`src/design/mpq_pkg.sv`:
```
package mpq_pkg;

  localparam int DEF_ENTRIES = 64;
  localparam int DEF_LEVELS  = 8;

  localparam logic [1:0] ACT_ENQUEUE = 2'd0;
  localparam logic [1:0] ACT_SELECT  = 2'd1;
  localparam logic [1:0] ACT_REMOVE  = 2'd2;
  localparam logic [1:0] ACT_BAD     = 2'd3;

  localparam logic [1:0] RES_DONE   = 2'd0;
  localparam logic [1:0] RES_IDLE   = 2'd1;
  localparam logic [1:0] RES_REJECT = 2'd2;

  typedef struct packed {
    logic [1:0] action;
    logic [5:0] entry_id;
    logic [7:0] level_request;
  } req_item_t;

  typedef struct packed {
    logic [5:0] chosen_entry;
    logic [1:0] result_code;
    logic [2:0] applied_level;
  } rsp_item_t;

  typedef enum logic [3:0] {
    OP_NONE,
    OP_CLEAR,
    OP_DECODE,
    OP_ENQ,
    OP_SCAN,
    OP_POP_RD,
    OP_POP_WR,
    OP_REM_LVL,
    OP_REM_HEAD,
    OP_WALK,
    OP_UNLINK,
    OP_EMIT
  } dp_op_t;

  typedef struct packed {
    logic   take;
    dp_op_t op;
  } dp_cmd_t;

  typedef struct packed {
    logic clr_last;
    logic is_sel;
    logic is_enq;
    logic bad;
    logic rem_absent;
    logic scan_hit;
    logic scan_last;
    logic head_is_id;
    logic walk_end;
    logic walk_found;
    logic tail_is_id;
    logic out_free;
  } dp_sts_t;

endpackage

```
`src/design/mpq_ctrl.sv`:
```
module mpq_ctrl import mpq_pkg::*; (
  input  logic    clk,
  input  logic    rst,
  input  logic    req_valid,
  input  dp_sts_t sts,
  output dp_cmd_t cmd
);

  typedef enum logic [11:0] {
    ST_CLEAR    = 12'b0000_0000_0001,
    ST_IDLE     = 12'b0000_0000_0010,
    ST_DECODE   = 12'b0000_0000_0100,
    ST_ENQ      = 12'b0000_0000_1000,
    ST_SCAN     = 12'b0000_0001_0000,
    ST_POP_RD   = 12'b0000_0010_0000,
    ST_POP_WR   = 12'b0000_0100_0000,
    ST_REM_LVL  = 12'b0000_1000_0000,
    ST_REM_HEAD = 12'b0001_0000_0000,
    ST_WALK     = 12'b0010_0000_0000,
    ST_UNLINK   = 12'b0100_0000_0000,
    ST_OUT      = 12'b1000_0000_0000
  } state_t;

  state_t state, state_next;

  always_ff @(posedge clk) begin
    if (rst) begin
      state <= ST_CLEAR;
    end else begin
      state <= state_next;
    end
  end

  always_comb begin
    state_next = state;
    cmd.take   = 1'b0;
    cmd.op     = OP_NONE;
    unique case (state)
      ST_CLEAR: begin
        cmd.op = OP_CLEAR;
        if (sts.clr_last) state_next = ST_IDLE;
      end
      ST_IDLE: begin
        cmd.take = 1'b1;
        if (req_valid) state_next = ST_DECODE;
      end
      ST_DECODE: begin
        cmd.op = OP_DECODE;
        if (sts.is_sel) begin
          state_next = ST_SCAN;
        end else if (sts.bad) begin
          state_next = ST_OUT;
        end else if (sts.is_enq) begin
          state_next = ST_ENQ;
        end else begin
          state_next = ST_REM_LVL;
        end
      end
      ST_ENQ: begin
        cmd.op     = OP_ENQ;
        state_next = ST_OUT;
      end
      ST_SCAN: begin
        cmd.op = OP_SCAN;
        if (sts.scan_hit) begin
          state_next = ST_POP_RD;
        end else if (sts.scan_last) begin
          state_next = ST_OUT;
        end
      end
      ST_POP_RD: begin
        cmd.op     = OP_POP_RD;
        state_next = ST_POP_WR;
      end
      ST_POP_WR: begin
        cmd.op     = OP_POP_WR;
        state_next = ST_OUT;
      end
      ST_REM_LVL: begin
        cmd.op     = OP_REM_LVL;
        state_next = sts.rem_absent ? ST_OUT : ST_REM_HEAD;
      end
      ST_REM_HEAD: begin
        cmd.op     = OP_REM_HEAD;
        state_next = sts.head_is_id ? ST_POP_WR : ST_WALK;
      end
      ST_WALK: begin
        cmd.op = OP_WALK;
        if (sts.walk_end) begin
          state_next = ST_OUT;
        end else if (sts.walk_found) begin
          state_next = sts.tail_is_id ? ST_OUT : ST_UNLINK;
        end
      end
      ST_UNLINK: begin
        cmd.op     = OP_UNLINK;
        state_next = ST_OUT;
      end
      ST_OUT: begin
        cmd.op = OP_EMIT;
        if (sts.out_free) state_next = ST_IDLE;
      end
      default: state_next = ST_CLEAR;
    endcase
  end

endmodule

```
`src/design/mpq_datapath.sv`:
```
module mpq_datapath import mpq_pkg::*; #(
  parameter int ENTRIES = DEF_ENTRIES,
  parameter int LEVELS  = DEF_LEVELS
) (
  input  logic      clk,
  input  logic      rst,
  input  logic      req_valid,
  input  req_item_t req,
  input  logic      rsp_stall,
  output logic      rsp_valid,
  output rsp_item_t rsp,
  input  dp_cmd_t   cmd,
  output dp_sts_t   sts
);

  localparam int EW = $clog2(ENTRIES);
  localparam int LW = (LEVELS > 1) ? $clog2(LEVELS) : 1;
  localparam int CW = $clog2(ENTRIES + 1);
  localparam logic [EW-1:0] LAST_ENTRY = EW'(ENTRIES - 1);
  localparam logic [LW-1:0] LAST_LEVEL = LW'(LEVELS - 1);

  // info word: {queued mark, level}
  logic [EW-1:0] link_mem [ENTRIES];
  logic [LW:0]   info_mem [ENTRIES];
  logic [EW-1:0] head_mem [LEVELS];
  logic [EW-1:0] tail_mem [LEVELS];
  logic [CW-1:0] cnt_mem  [LEVELS];

  logic [EW-1:0] link_q;
  logic [LW:0]   info_q;
  logic [EW-1:0] head_q;
  logic [EW-1:0] tail_q;
  logic [CW-1:0] cnt_q;

  req_item_t     item_q;
  rsp_item_t     res;
  logic [LEVELS-1:0] nonempty;
  logic [EW-1:0] clr_idx;
  logic [LW-1:0] wlvl;
  logic [EW-1:0] cur;
  logic [CW-1:0] steps;

  logic [EW-1:0] id_ix;
  logic [LW-1:0] clamp_lvl;
  logic [LW-1:0] info_lvl;
  logic          id_oob;
  logic          enq_ok;
  logic          walk_tail;

  logic          info_we;
  logic [EW-1:0] info_waddr;
  logic [LW:0]   info_wdata;
  logic          link_rd;
  logic [EW-1:0] link_raddr;
  logic          link_we;
  logic [EW-1:0] link_waddr;
  logic [EW-1:0] link_wdata;
  logic          lvl_rd;
  logic [LW-1:0] lvl_raddr;
  logic          lvl_we;
  logic [EW-1:0] head_wdata;
  logic [EW-1:0] tail_wdata;
  logic [CW-1:0] cnt_wdata;

  assign id_ix     = EW'(item_q.entry_id);
  assign id_oob    = 32'(item_q.entry_id) >= 32'(ENTRIES);
  assign clamp_lvl = (item_q.level_request >= 8'(LEVELS)) ? LAST_LEVEL
                                                           : LW'(item_q.level_request);
  assign info_lvl  = info_q[LW-1:0];
  assign enq_ok    = !info_q[LW];

  always_comb begin
    sts.clr_last   = clr_idx == LAST_ENTRY;
    sts.is_sel     = item_q.action == ACT_SELECT;
    sts.is_enq     = item_q.action == ACT_ENQUEUE;
    sts.bad        = (item_q.action == ACT_BAD) || id_oob;
    sts.rem_absent = !info_q[LW] || !nonempty[info_lvl];
    sts.scan_hit   = nonempty[wlvl];
    sts.scan_last  = wlvl == LAST_LEVEL;
    sts.head_is_id = head_q == id_ix;
    sts.walk_end   = steps >= cnt_q;
    sts.walk_found = link_q == id_ix;
    sts.tail_is_id = tail_q == id_ix;
    sts.out_free   = !rsp_valid || !rsp_stall;
  end

  assign walk_tail = !sts.walk_end && sts.walk_found && sts.tail_is_id;

  always_comb begin
    info_we    = 1'b0;
    info_waddr = id_ix;
    info_wdata = '0;
    link_rd    = 1'b0;
    link_raddr = head_q;
    link_we    = 1'b0;
    link_waddr = tail_q;
    link_wdata = id_ix;
    lvl_rd     = 1'b0;
    lvl_raddr  = wlvl;
    lvl_we     = 1'b0;
    head_wdata = head_q;
    tail_wdata = tail_q;
    cnt_wdata  = cnt_q - CW'(1);
    unique case (cmd.op)
      OP_CLEAR: begin
        info_we    = 1'b1;
        info_waddr = clr_idx;
      end
      OP_DECODE: begin
        lvl_rd    = 1'b1;
        lvl_raddr = clamp_lvl;
      end
      OP_ENQ: begin
        if (enq_ok) begin
          info_we    = 1'b1;
          info_wdata = {1'b1, wlvl};
          link_we    = nonempty[wlvl];
          lvl_we     = 1'b1;
          tail_wdata = id_ix;
          if (nonempty[wlvl]) begin
            cnt_wdata = cnt_q + CW'(1);
          end else begin
            head_wdata = id_ix;
            cnt_wdata  = CW'(1);
          end
        end
      end
      OP_SCAN: begin
        lvl_rd = 1'b1;
      end
      OP_POP_RD: begin
        link_rd = 1'b1;
      end
      OP_POP_WR: begin
        info_we    = 1'b1;
        info_waddr = head_q;
        lvl_we     = 1'b1;
        head_wdata = (cnt_q > CW'(1)) ? link_q : head_q;
      end
      OP_REM_LVL: begin
        lvl_rd    = 1'b1;
        lvl_raddr = info_lvl;
      end
      OP_REM_HEAD: begin
        link_rd = 1'b1;
      end
      OP_WALK: begin
        if (walk_tail) begin
          info_we    = 1'b1;
          lvl_we     = 1'b1;
          tail_wdata = cur;
        end else if (!sts.walk_end) begin
          link_rd    = 1'b1;
          link_raddr = sts.walk_found ? id_ix : link_q;
        end
      end
      OP_UNLINK: begin
        info_we    = 1'b1;
        link_we    = 1'b1;
        link_waddr = cur;
        link_wdata = link_q;
        lvl_we     = 1'b1;
      end
      default: begin
      end
    endcase
  end

  always_ff @(posedge clk) begin
    if (info_we) info_mem[info_waddr] <= info_wdata;
    if (cmd.op == OP_DECODE) info_q <= info_mem[id_ix];
  end

  always_ff @(posedge clk) begin
    if (link_we) link_mem[link_waddr] <= link_wdata;
    if (link_rd) link_q <= link_mem[link_raddr];
  end

  always_ff @(posedge clk) begin
    if (lvl_we) begin
      head_mem[wlvl] <= head_wdata;
      tail_mem[wlvl] <= tail_wdata;
      cnt_mem[wlvl]  <= cnt_wdata;
    end
    if (lvl_rd) begin
      head_q <= head_mem[lvl_raddr];
      tail_q <= tail_mem[lvl_raddr];
      cnt_q  <= cnt_mem[lvl_raddr];
    end
  end

  always_ff @(posedge clk) begin
    if (rst) begin
      nonempty  <= '0;
      clr_idx   <= '0;
      rsp_valid <= 1'b0;
    end else begin
      if (cmd.op == OP_CLEAR) clr_idx <= clr_idx + EW'(1);
      if (cmd.op == OP_ENQ && enq_ok) nonempty[wlvl] <= 1'b1;
      if (cmd.op == OP_POP_WR && cnt_q == CW'(1)) nonempty[wlvl] <= 1'b0;
      if (cmd.op == OP_EMIT && sts.out_free) begin
        rsp_valid <= 1'b1;
      end else if (!rsp_stall) begin
        rsp_valid <= 1'b0;
      end
    end
  end

  always_ff @(posedge clk) begin
    if (cmd.take && req_valid) item_q <= req;
    if (cmd.op == OP_EMIT && sts.out_free) rsp <= res;
    unique case (cmd.op)
      OP_DECODE: begin
        res  <= '{chosen_entry: '0, result_code: RES_REJECT, applied_level: '0};
        wlvl <= sts.is_sel ? '0 : clamp_lvl;
      end
      OP_ENQ: begin
        if (enq_ok) begin
          res <= '{chosen_entry: '0, result_code: RES_DONE, applied_level: 3'(wlvl)};
        end
      end
      OP_SCAN: begin
        if (!sts.scan_hit) begin
          if (sts.scan_last) begin
            res <= '{chosen_entry: '0, result_code: RES_IDLE, applied_level: '0};
          end else begin
            wlvl <= wlvl + LW'(1);
          end
        end
      end
      OP_POP_WR: begin
        if (sts.is_sel) begin
          res <= '{chosen_entry: 6'(head_q), result_code: RES_DONE,
                   applied_level: 3'(wlvl)};
        end else begin
          res <= '{chosen_entry: '0, result_code: RES_DONE, applied_level: '0};
        end
      end
      OP_REM_LVL: begin
        wlvl <= info_lvl;
      end
      OP_REM_HEAD: begin
        cur   <= head_q;
        steps <= CW'(1);
      end
      OP_WALK: begin
        if (walk_tail) begin
          res <= '{chosen_entry: '0, result_code: RES_DONE, applied_level: '0};
        end else if (!sts.walk_end && !sts.walk_found) begin
          cur   <= link_q;
          steps <= steps + CW'(1);
        end
      end
      OP_UNLINK: begin
        res <= '{chosen_entry: '0, result_code: RES_DONE, applied_level: '0};
      end
      default: begin
      end
    endcase
  end

endmodule

```
`src/design/multilevel_priority_ready_queue_unit.sv`:
```
// Channel   Direction  Handshake              Payload
// req       in         req_valid / req_stall  req_item_t  (action, entry, level)
// rsp       out        rsp_valid / rsp_stall  rsp_item_t  (entry, code, level)
//
// One item at a time, from accept to result. Duplicate enqueue, absent remove, a bad
// action and entries beyond the table are rejected. Select scans the levels from 0 upward
// to the first non-empty one, or answers idle when all are empty. Remove walks its entry's
// level's list from the head; one link read a cycle.
// After reset a clearing pass over every entry empties the entry table;
// req_stall is high meanwhile. A stalled result holds in the output register.
module multilevel_priority_ready_queue_unit import mpq_pkg::*; #(
  parameter int ENTRIES = DEF_ENTRIES,
  parameter int LEVELS  = DEF_LEVELS
) (
  input  logic      clk,
  input  logic      rst,
  input  logic      req_valid,
  output logic      req_stall,
  input  req_item_t req,
  output logic      rsp_valid,
  input  logic      rsp_stall,
  output rsp_item_t rsp
);

  dp_cmd_t cmd;
  dp_sts_t sts;

  assign req_stall = !cmd.take;

  mpq_ctrl u_ctrl (
    .clk       (clk),
    .rst       (rst),
    .req_valid (req_valid),
    .sts       (sts),
    .cmd       (cmd)
  );

  mpq_datapath #(
    .ENTRIES (ENTRIES),
    .LEVELS  (LEVELS)
  ) u_datapath (
    .clk       (clk),
    .rst       (rst),
    .req_valid (req_valid),
    .req       (req),
    .rsp_stall (rsp_stall),
    .rsp_valid (rsp_valid),
    .rsp       (rsp),
    .cmd       (cmd),
    .sts       (sts)
  );

endmodule
```
`config.mk`:
```
export PLATFORM = sky130hd
export DESIGN_NAME = multilevel_priority_ready_queue_unit
export DESIGN_NICKNAME = d
export VERILOG_FILES = /design/src/design/mpq_pkg.sv /design/src/design/mpq_ctrl.sv /design/src/design/mpq_datapath.sv /design/src/design/multilevel_priority_ready_queue_unit.sv
export SDC_FILE = /design/constraint.sdc
export NUM_CORES = 1
export LEC_CHECK = 0
export ABC_AREA = 1
export BUFFER_PORTS_ARGS = -buffer_cell sky130_fd_sc_hd__buf_2
export CAP_MARGIN = 30
export CORE_MARGIN = 10
export CORE_UTILIZATION = 55
export DETAILED_ROUTE_END_ITERATION = 12
export PLACE_DENSITY = 0.71
export REMOVE_ABC_BUFFERS = 1
export SYNTH_ARGS = -nofsm -noshare
export SYNTH_HDL_FRONTEND = slang
export SYNTH_SLANG_ARGS = --single-unit
export TNS_END_PERCENT = 10
```
`constraint.sdc`:
```
create_clock -name clk -period 12.8 [get_ports clk]
set_input_delay 0.64 -clock clk [delete_from_list [all_inputs] [get_ports clk]]
set_output_delay 0.64 -clock clk [all_outputs]
set_load 0.05 [all_outputs]
```
; ---- Yosys cells after proc, flatten, opt, wreduce, memory -nomap -nowiden
; Memory sizes are Yosys's and may differ from the RTL's. A register that Yosys moved wholly into a read port is not among the register bits.
; Index checks and enable logic that the tools add are counted.
[word_totals]
reg_bits = 81
ram_bits = 792
out_inout_bits = 13
elab_cells = 189
mem_count = 5
[memory_table]
columns = name, depth, width, read_ports, rd_ports_with_merged_regs, wr, line_no
row1 = u_datapath.link_mem, 64, 6, 1, 1, 1, mpq_datapath.sv:23  ; logic [EW-1:0] link_mem [ENTRIES];
row2 = u_datapath.info_mem, 64, 4, 1, 1, 1, mpq_datapath.sv:24  ; logic [LW:0] info_mem [ENTRIES];
row3 = u_datapath.cnt_mem, 8, 7, 1, 1, 1, mpq_datapath.sv:27  ; logic [CW-1:0] cnt_mem [LEVELS];
row4 = u_datapath.head_mem, 8, 6, 1, 1, 1, mpq_datapath.sv:25  ; logic [EW-1:0] head_mem [LEVELS];
row5 = u_datapath.tail_mem, 8, 6, 1, 1, 1, mpq_datapath.sv:26  ; logic [EW-1:0] tail_mem [LEVELS];
[op_classes]
n_addsub = 5
n_lt_le_gt_ge = 6
n_eq_ne = 44
muxes = 80
n_bitwise = 3
reduce_logical = 30
[ops]
columns = op, count
row1 = 12-bit two-way mux, 11
row2 = 12-bit one-hot mux with 10 select lines, 1
row3 = 6-bit two-way mux, 13
row4 = 11-bit one-hot mux with 6 select lines, 1
row5 = 11-bit two-way mux, 5
row6 = 6-bit one-hot mux with 2 select lines, 4
row7 = 4-bit one-hot mux with 11 select lines, 1
row8 = 7-bit two-way mux, 5
row9 = 8-bit two-way mux, 4
row10 = 6-bit equality test, 3
row11 = 1-bit two-way mux, 18
row12 = 4-bit by 3-bit equality test with 1-bit output (second input constant), 4
row13 = 4-bit equality test (second input constant), 4
row14 = 7-bit by 1-bit adder with 7-bit output (second input constant), 2
row15 = 2-bit != test (second input constant), 7
row16 = 7-bit one-hot mux with 2 select lines, 1
row17 = 12-bit by 1-bit equality test with 1-bit output (second input constant), 1
row18 = 12-bit by 10-bit equality test with 1-bit output (second input constant), 1
row19 = 12-bit by 11-bit equality test with 1-bit output (second input constant), 1
row20 = 12-bit equality test (second input constant), 1
row21 = 12-bit by 2-bit equality test with 1-bit output (second input constant), 1
row22 = 12-bit by 3-bit equality test with 1-bit output (second input constant), 1
row23 = 12-bit by 4-bit equality test with 1-bit output (second input constant), 1
row24 = 12-bit by 5-bit equality test with 1-bit output (second input constant), 1
row25 = 45 further kinds, 76

; ---- Depth between registers and ports, before layout
; Gate-level depths: netlist of run 1.
[logic_depth]
word_depth = 9
mapped_depth = 23
mapped_depth_nobuf = 20

; ---- Modules after synthesis
; From an unflattened synthesis of run 1, not the netlist that was laid out.
[unflattened]
cells_unflattened = 3786
hier_area_um2 = 39832.0
[modules_own_cells]
columns = mod, n_inst, cells_each, area_per_inst_um2
row1 = mpq_datapath, 1, 3647, 38907.3
row2 = mpq_ctrl, 1, 138, 920.9
row3 = multilevel_priority_ready_queue_unit, 1, 1, 3.8

; ---- Worst setup path before layout of run 1
; Ideal clock, no wire load.
[synth_path]
path_type = register to register
from = reg u_ctrl.state[7]
to = mem u_datapath.link_mem[0][0] (netlist name) (data pin)
setup_time_ns = 0.702
arrival_ns = 3.952
slack_ns = 8.146
path_stages_with_launch = 10
n_path_buf = 2
synth_period_minus_slack_ns = 4.654
path_cell_list = dfxtp_1 -> inv_1 -> nand2_1 -> nor2_1 -> nand2_1 -> inv_2 -> nand4_1 -> clkbuf_1 -> clkbuf_1 -> o21ai_0
[synth_between]
elab_chain_cells = 4
word_cells_on_any_way = 14
[synth_rtl]
columns = item, line_no
row1 = start: declaration, mpq_ctrl.sv:24  ; state_t state, state_next;
row2 = start signal: assignment, mpq_ctrl.sv:30  ; state <= state_next;
row3 = "12-bit equality test, or another cell as far along", mpq_ctrl.sv:38  ; unique case (state)
row4 = 4-bit one-hot mux with 11 select lines *, mpq_ctrl.sv:38
row5 = 4-bit equality test *, mpq_datapath.sv:104  ; unique case (cmd.op)
row6 = 6-bit two-way mux *, mpq_datapath.sv:104
row7 = net u_datapath.link_wdata[0], mpq_datapath.sv:57  ; logic [EW-1:0] link_wdata;
row8 = end: declaration, mpq_datapath.sv:23
; Mark *: on every way through the listed nets, which the timed path passes. The rest lies on a longest branch.

; ---- Worst setup path after layout of run 1
[layout_path]
from = reg u_datapath.item_q (netlist bit u_datapath.id_ix[2])
to = reg u_datapath.link_q[5], read port of u_datapath.link_mem (data pin)
[layout_between]
elab_chain_cells = 5
word_cells_on_any_way = 10
[layout_rtl]
columns = item, line_no
row1 = start: declaration, mpq_datapath.sv:35  ; req_item_t item_q;
row2 = start signal: assignment, mpq_datapath.sv:210  ; if (cmd.take && req_valid) item_q <= req;
row3 = 6-bit equality test, mpq_datapath.sv:82  ; sts.walk_found = link_q == id_ix;
row4 = 6-bit two-way mux / 1-bit logical AND (equally long branches), "mpq_datapath.sv:154, mpq_datapath.sv:87"
row5 = 6-bit two-way mux / 1-bit logical AND (equally long branches), "mpq_datapath.sv:152, mpq_datapath.sv:87"
row6 = 6-bit two-way mux / 1-bit two-way mux (equally long branches), mpq_datapath.sv:148  ; if (walk_tail) begin
row7 = 6-bit two-way mux / 1-bit one-hot mux with 2 select lines (equally long branches), mpq_datapath.sv:104
row8 = end: declaration, mpq_datapath.sv:29  ; logic [EW-1:0] link_q;
; Several ways; a longest one is shown, not always the timed one.
; A chain may end at the register's enable or synchronous reset.

==> impl_metrics.py, run 1 <==
metrics = {
    "status": {
        "outcome": "finished, final reports clean",
    },
    "setup_path": {
        "cp_data_arrival_time_ns": 5.73,
        "start_kind": "flip-flop",
        "timing.rr.start": "u_datapath.id_ix[2]",
        "cell_type_of_the_slowest_stage_on_the_worst_timing_path": "sky130_fd_sc_hd__nand2_8",
        "r2r_depth": 19,
        "r2r_setup_slk_ns": 7.47,
        "crit_top_cell": "sky130_fd_sc_hd__nand2_1",
        "crit_fanout": 114,
        "worst-endpoint-required_ns": 13.19,
        "chain_of_cells_forming_the_critical_path": "buf_4 > inv_2 > nand2_1 > nand2_1 > nor2_1 > nand3_1 > nand2_1 > nand2_1 > nand2_1 > nand3_4 > nand2_8 > buf_4 > nand2_1 > nand3_1 > nand3_1 > nand3_1 > nand3_1 > nand3_1 > nand2_1",
        "path_class": "flip-flop to flip-flop",
        "cp_slowest_stage_delay_ns": 0.89,
        "timing.rr.end": "u_datapath.link_q[5]",
        "critPathCaptureType": "flip-flop",
    },
    "yosys": {
        "sequential_cell_area_fraction_in_the_yosys_report": 0.6813,
        "post_synthesis_async_set_or_reset_flop_share": 0,
        "synthCells": 3528,
        "synthMostInstantiatedCell": "sky130_fd_sc_hd__edfxtp_1",
        "netlist_top_cells_area": "sky130_fd_sc_hd__edfxtp_1 67%, sky130_fd_sc_hd__nand3_1 5.6%, sky130_fd_sc_hd__nor2_1 4.5%, sky130_fd_sc_hd__nand2_1 4.0%, sky130_fd_sc_hd__o21ai_0 3.3%",
        "synth_common_cells": "875 x sky130_fd_sc_hd__edfxtp_1, 475 x sky130_fd_sc_hd__nor2_1, 438 x sky130_fd_sc_hd__nand3_1",
        "yosysTopAreaCell": "sky130_fd_sc_hd__edfxtp_1",
        "avg_synthesized_cell_area_um2": 11.16,
        "yosys.area.top_type_share": 0.6676,
        "ys_seq_elements": 902,
        "post_synth_num_cell_types": 51,
        "synth_ff_type": "sky130_fd_sc_hd__edfxtp_1",
        "synthesis.area_um2": 39360,
        "synth_enable_flop_cells": 875,
        "synth-warning-count": 0,
    },
    "routing": {
        "wirelength_um": 97940,
        "detail_route.drc_violations": 0,
        "iteration_0_drc_count_of_the_detailed_router": 3464,
        "avgViaCountPerCell": 5.896,
        "routed_wire_length_per_instance_um": 21.62,
        "detail_route.first_pass.iterations": 6,
        "num_vias": 26720,
        "drt.antenna.violating_nets": 0,
    },
    "global_route": {
        "grt_pass1_wl_um": 151300,
        "globalRoute.totalOverflow": 0,
        "grtUsageMet3": 0.04455,
        "grt-busiest-layer": "met2",
        "grt_usage": 0.2355,
        "number_of_global_route_vias_before_repair": 25770,
        "grtUsageMet1": 0.3337,
        "grt_start_max_net_pins": 115,
        "gr-usage-met2": 0.3652,
        "grt_antenna_before_repair": 1,
    },
    "pwr": {
        "p_leak_uw": 0.01533,
        "pwr_density_cell_nw_per_um2": 151.0,
        "ir_drop_uv": 130.2,
    },
    "floorplanning": {
        "floorplan.initialDensity": 0.5525,
        "core_um2": 71240,
        "rows": 98,
        "die_h_um": 287.5,
        "die_area_um2": 82660,
        "design.portCount": 33,
        "die_width_um": 287.5,
    },
    "hold_path": {
        "hold_class": "input port to flip-flop",
        "min_to": "u_datapath.item_q[15]",
        "whs_path_depth": 1,
        "worst_hold_startpoint": "req[15]",
    },
    "timing": {
        "hold_viol_final": 0,
        "worst_clock_skew_ns": 0.04771,
        "setup_violations": 0,
        "slew_viol_final": 0,
        "setup_tns_ns": 0,
        "grt_setup_unrepaired": "no",
        "share_of_the_clock_period_used_by_the_worst_path_after_layout": 0.4168,
        "worst_slew_margin_rel": 0.3005,
        "max_clock_freq_ghz": 0.1875,
        "fin_crit_ns": 5.335,
        "tightest_slew_ns": 1.049,
    },
    "layout": {
        "nFillCells": 5512,
        "postLayoutCellArea_um2": 43600,
        "drive_gt1_frac": 0.07875,
        "syn2layout_area_growth_pct": 10.78,
        "antenna_cells_inserted": 0,
        "layout_nets": 3540,
    },
    "clock_tree": {
        "h-tree-depth": 3,
        "clk_latency_ns": 0.66,
        "cts_root_buffer": "sky130_fd_sc_hd__clkbuf_16",
        "clock-sinks": 902,
        "tritoncts": "done",
        "maximum_number_of_buffers_from_clock_root_to_sink": 3,
        "cts-buffers-inserted": 92,
        "cts.clk_slew.worst_paths_ns": 0.07,
        "cts_repair_resize_count": 0,
        "postCtsSetupRepairBufs": 0,
        "post_cts_hold_buffer_count": 0,
    },
    "placement": {
        "hpwlAfterDp_um": 58320,
        "gp_weighted_congestion": 0.9463,
        "io_buffer_count": 32,
        "detailed_place.area_um2": 40500,
    },
    "job": {
        "cap_viol_max_count": 0,
    },
}
==> metrics by stage <==
step	hold slack [ns]	worst slack [ns]	total power, µW	std cells	utilization
global route	0.1326	6.989	6774	4531	0.6120
detailed placement	0.4051	7.542	3894	4361	0.5684
CTS	0.1212	7.489	6597	4530	0.6118
floorplan	0.4003	3.304	3708	3331	-
finish	0.1515	7.465	6582	4531	0.6120
global placement	0.4065	7.601	3883	4349	0.5643
==> critical path, delay by kind of cell (launching register included) <==
family,cells,cell delay (ns)
buffers and inverters,3,1.56
DFF,1,0.33
and+or+nand+nor,16,3.13
==> layout by cell type (no fill, tap or decap), types with 3 or more instances in the layout <==
cell | synthesis | final
sky130_fd_sc_hd__edfxtp_1 | 875 | 875
sky130_fd_sc_hd__nor2_1 | 475 | 471
sky130_fd_sc_hd__nand3_1 | 438 | 438
sky130_fd_sc_hd__nand2_1 | 422 | 421
sky130_fd_sc_hd__inv_1 | 344 | 343
sky130_fd_sc_hd__o21ai_0 | 261 | 255
sky130_fd_sc_hd__nand3b_1 | 138 | 138
sky130_fd_sc_hd__o22ai_1 | 94 | 94
sky130_fd_sc_hd__clkbuf_16 | 0 | 93
sky130_fd_sc_hd__buf_4 | 18 | 36
sky130_fd_sc_hd__buf_2 | 66 | 32
sky130_fd_sc_hd__nor3_1 | 27 | 27
sky130_fd_sc_hd__o211ai_1 | 27 | 27
sky130_fd_sc_hd__dfxtp_1 | 27 | 27
sky130_fd_sc_hd__a21oi_1 | 25 | 25
sky130_fd_sc_hd__or2_2 | 22 | 22
sky130_fd_sc_hd__clkinv_1 | 0 | 22
sky130_fd_sc_hd__o221ai_1 | 22 | 21
sky130_fd_sc_hd__a31oi_1 | 20 | 20
sky130_fd_sc_hd__clkbuf_1 | 89 | 19
sky130_fd_sc_hd__inv_2 | 18 | 18
sky130_fd_sc_hd__ha_1 | 14 | 14
sky130_fd_sc_hd__clkinv_2 | 1 | 13
sky130_fd_sc_hd__bufinv_16 | 0 | 13
sky130_fd_sc_hd__xor2_1 | 11 | 11
sky130_fd_sc_hd__nor4_1 | 10 | 10
sky130_fd_sc_hd__buf_16 | 0 | 9
sky130_fd_sc_hd__o21ai_4 | 0 | 8
sky130_fd_sc_hd__a221oi_1 | 8 | 8
sky130_fd_sc_hd__nor2_4 | 2 | 6
sky130_fd_sc_hd__nand4_1 | 5 | 5
sky130_fd_sc_hd__nor3b_1 | 5 | 5
sky130_fd_sc_hd__clkinvlp_4 | 0 | 5
sky130_fd_sc_hd__nand2_2 | 5 | 4
sky130_fd_sc_hd__xnor2_1 | 4 | 4
sky130_fd_sc_hd__o21ai_1 | 4 | 4
sky130_fd_sc_hd__clkinv_16 | 0 | 3
==> sequential cells by signal (all words and copies together) (netlist names) <==
name and cells:
u_datapath.cur 6, u_datapath.link_mem 384, u_datapath.info_mem 256, u_datapath.steps 7, u_datapath.item_q 10, u_datapath.info_q 4
u_datapath.res 11, u_datapath.id_ix 6, u_datapath.clr_idx 6, u_datapath.cnt_q 7, u_datapath.head_q 6, u_ctrl.state 12
u_datapath.nonempty 8, u_datapath.cnt_mem 56, u_datapath.tail_mem 48, u_datapath.rsp_valid 1, u_datapath.link_q 6, u_datapath.wlvl 3
u_datapath.head_mem 48, u_datapath.tail_q 6, u_datapath.rsp 11
==> cells by family after synthesis <==
family,Yosys count,share of synthesized area
AO/OA/AOI/OAI,479,0.07070
XOR/XNOR,15,0.003338
adder cells (fa/ha/maj),14,0.004450
buffers and inverters,561,0.05884
flip-flops,902,0.6813
AND/OR/NAND/NOR,1557,0.1814
==> area by class of cell <==
class                      instances  area (µm²)  share of cell area
sequential                       902       26820              0.6150
tap                              950        1189             0.02726
inverter                         364        1371             0.03145
clock inverter                    56       673.1             0.01544
multi-input combinational       2065       10390              0.2384
clock buffer                     113        2412             0.05533
timing repair buffer              81       748.2             0.01716
==> worst max path at each step <==
stage / slack (ns) / start / endpoint
4_1_cts: 7.49 / u_datapath.id_ix[2] / u_datapath.link_q[5]
5_1_grt: 6.99 / u_datapath.id_ix[2] / u_datapath.link_q[2]
2_1_floorplan: 3.30 / u_datapath.id_ix[0] / u_datapath.link_q[1]
3_5_place_dp: 7.54 / u_datapath.id_ix[2] / u_datapath.link_q[5]
6_report: 7.47 / u_datapath.id_ix[2] / u_datapath.link_q[5]
3_3_place_gp: 7.60 / u_datapath.id_ix[2] / u_datapath.link_q[5]
==> report_power, final <==
group | internal, µW | total [µW] | leakage (µW) | switching [µW]
registers | 3280 | 3300 | 0.00772 | 21.7
clock network | 1610 | 2730 | 0.00148 | 1130
logic | 125 | 546 | 0.00613 | 421
==> routing by layer <==
| layer | share of wire | up-vias |
|---|---|---|
| li1 | - | 12360 |
| met1 | 0.41 | 12830 |
| met2 | 0.46 | 1323 |
| met3 | 0.095 | 202 |
| met4 | 0.029 | 2 |
| met5 | 0.00013 | - |
Note: power is estimated with default switching activity, not from simulation.
==> inputs of run 2 (changes only) <==
- PLACE_DENSITY: 0.71 -> 0.74
- clock period: 12.8 -> 4.9 ns (I/O delays scaled with it)
==> impl_metrics.py, run 2 (synthesis results as in run 1) <==
metrics = {
    "status": {
        "outcome": "finished, final reports clean",
    },
    "timing": {
        "worst_slew_margin_rel": 0.2699,
        "post-route-worst-setup-slack_ns": 0.8593,
        "setup_tns_ns": 0,
        "slew_viol_final": 0,
        "max_clock_freq_ghz": 0.2475,
        "whs_ns": 0.04760,
        "tightest_slew_ns": 1.094,
        "worst_clock_skew_ns": 0.05600,
        "share_of_the_clock_period_used_by_the_worst_path_after_layout": 0.8246,
        "fin_crit_ns": 4.041,
        "hold_viol_final": 0,
        "grt_setup_unrepaired": "no",
        "setup_violations": 0,
    },
    "clock_tree": {
        "tritoncts": "done",
        "clk_latency_ns": 0.66,
        "cts_root_buffer": "sky130_fd_sc_hd__clkbuf_16",
        "cts_repair_resize_count": 0,
        "maximum_number_of_buffers_from_clock_root_to_sink": 3,
        "cts.clk_slew.worst_paths_ns": 0.06,
        "h-tree-depth": 3,
        "cts-buffers-inserted": 90,
        "clock-sinks": 902,
        "postCtsSetupRepairBufs": 0,
    },
    "routing": {
        "routed_wire_length_per_instance_um": 21.79,
        "drt.antenna.violating_nets": 0,
        "iteration_0_drc_count_of_the_detailed_router": 3431,
        "detail_route.first_pass.iterations": 6,
        "avgViaCountPerCell": 5.988,
        "wirelength_um": 99320,
        "num_vias": 27290,
        "detail_route.drc_violations": 0,
    },
    "global_route": {
        "grt_pass1_wl_um": 152800,
        "grt_antenna_before_repair": 0,
        "number_of_global_route_vias_before_repair": 26590,
        "grt_start_max_net_pins": 194,
        "grt_usage": 0.2361,
        "globalRoute.totalOverflow": 0,
    },
    "layout": {
        "antenna_cells_inserted": 0,
        "largest-register": "u_datapath.link_mem",
        "reg.largest.list": "u_datapath.link_mem (384), u_datapath.info_mem (256), u_datapath.cnt_mem (56)",
        "postLayoutCellArea_um2": 43670,
        "nFillCells": 5520,
        "most-common-layout-cells": "875 x sky130_fd_sc_hd__edfxtp_1, 471 x sky130_fd_sc_hd__nor2_1, 438 x sky130_fd_sc_hd__nand3_1",
        "final_core_utilization": 0.6130,
        "layout_nets": 3568,
        "flip_flop_count_of_the_largest_register_after_layout": 384,
        "syn2layout_area_growth_pct": 10.95,
        "drive_gt1_frac": 0.08204,
        "final_common_cell": "sky130_fd_sc_hd__edfxtp_1",
    },
    "placement": {
        "io_buffer_count": 32,
        "detailed_place.area_um2": 40470,
        "hpwlAfterDp_um": 59750,
        "gp_weighted_congestion": 0.9001,
        "placement_stage_worst_setup_slack_ns": 0.8565,
    },
    "setup_path": {
        "crit_top_cell": "sky130_fd_sc_hd__nor2_1",
        "critPathLaunch": "u_ctrl.state[1]",
        "worst-endpoint-required_ns": 5.17,
        "worst-path-buf-inv": 3,
        "cp_data_arrival_time_ns": 4.31,
        "path_class": "flip-flop to flip-flop",
        "cp_slowest_stage_delay_ns": 1.01,
        "timing.rr.start": "u_ctrl.state[1]",
        "crit_fanout": 8,
        "crit_family": "simple AND/OR/NAND/NOR gates",
        "chain_of_cells_forming_the_critical_path": "inv_1 > nand2_1 > nor2_1 > nand2_1 > inv_2 > nand4_1 > o21ai_0 > inv_1 > nor2_1 > nand3_2 > nor2_1",
        "critPathCaptureType": "flip-flop",
        "cell_type_of_the_slowest_stage_on_the_worst_timing_path": "sky130_fd_sc_hd__o21ai_0",
        "start_kind": "flip-flop",
    },
    "floorplanning": {
        "core_um2": 71240,
        "design.portCount": 33,
        "die_h_um": 287.5,
        "floorplan.initialDensity": 0.5525,
        "rows": 98,
        "die_area_um2": 82660,
        "die_width_um": 287.5,
    },
    "hold_path": {
        "hold_class": "input port to flip-flop",
        "worst_hold_startpoint": "rst",
    },
    "pwr": {
        "ir_drop_uv": 319.8,
        "p_leak_uw": 0.01542,
        "pwr_density_cell_nw_per_um2": 391.4,
    },
    "job": {
        "cap_viol_max_count": 0,
    },
}
[run 2: changes by cell type in the layout (fill, tap and decap cells not counted), sizes merged]
cell,delta
buf,+13
bufinv,-1
clkbuf,-8
clkinv,+7
clkinvlp,-3
dlygate4sd3,+17
inv,+2
[run 2: final timing paths]
path	to	slack, ns	depth (start not counted)
worst max-delay path	u_datapath.link_mem[27][2]	0.86	11
worst min register to register	u_datapath.rsp[0]	0.42	0
worst max register to register	u_datapath.link_mem[27][2]	0.86	11
worst min-delay path	u_ctrl.state[6]	0.05	2
[run 2: where the power goes]
part	internal [µW]	leakage [µW]	switching [µW]
registers	8570	0.00772	60.4
clock network	4050	0.00146	2950
logic	343	0.00624	1120
[run 2: cell type report]
class / count / area (µm²) / share of cell area
flip-flops and latches: 902 / 26820 / 0.6140
well taps: 950 / 1189 / 0.02722
clock buffers: 105 / 2330 / 0.05335
clock inverters: 61 / 655.6 / 0.01501
multi-input cells: 2065 / 10390 / 0.2380
repair buffers: 111 / 918.4 / 0.02103
inverters: 364 / 1371 / 0.03140
[run 2: per-layer routing]
layer / share of wire / track usage / up-vias
met2: 0.47 / 0.3766 / 1583
met5: 0 / 0 / -
met1: 0.39 / 0.3145 / 13070
li1: - / - / 12410
met3: 0.11 / 0.04999 / 236
met4: 0.035 / 0.09229 / 0
[run 2: metrics by stage]
stage / instances / total power, µW
CTS: 4555 / 17100
finish: 4558 / 17090
global placement: 4369 / 10150
detailed placement: 4372 / 10190
floorplan: 3331 / 9685
global route: 4558 / 17550
[run 2: timing repair]
| item | 4_1_cts | 5_1_grt |
|---|---|---|
| endpoints found under the setup margin | 0 | 0 |
| endpoints found under the hold margin | 17 | 0 |
| hold buffers | 17 | 0 |
[run 2: worst register-to-register path: cells and delay by family, from the launching register on]
family / cells / cell delay (ns)
compound gates: 1 / 1.02
flops: 1 / 0.32
buf+inv: 3 / 0.34
simple gates: 7 / 1.98
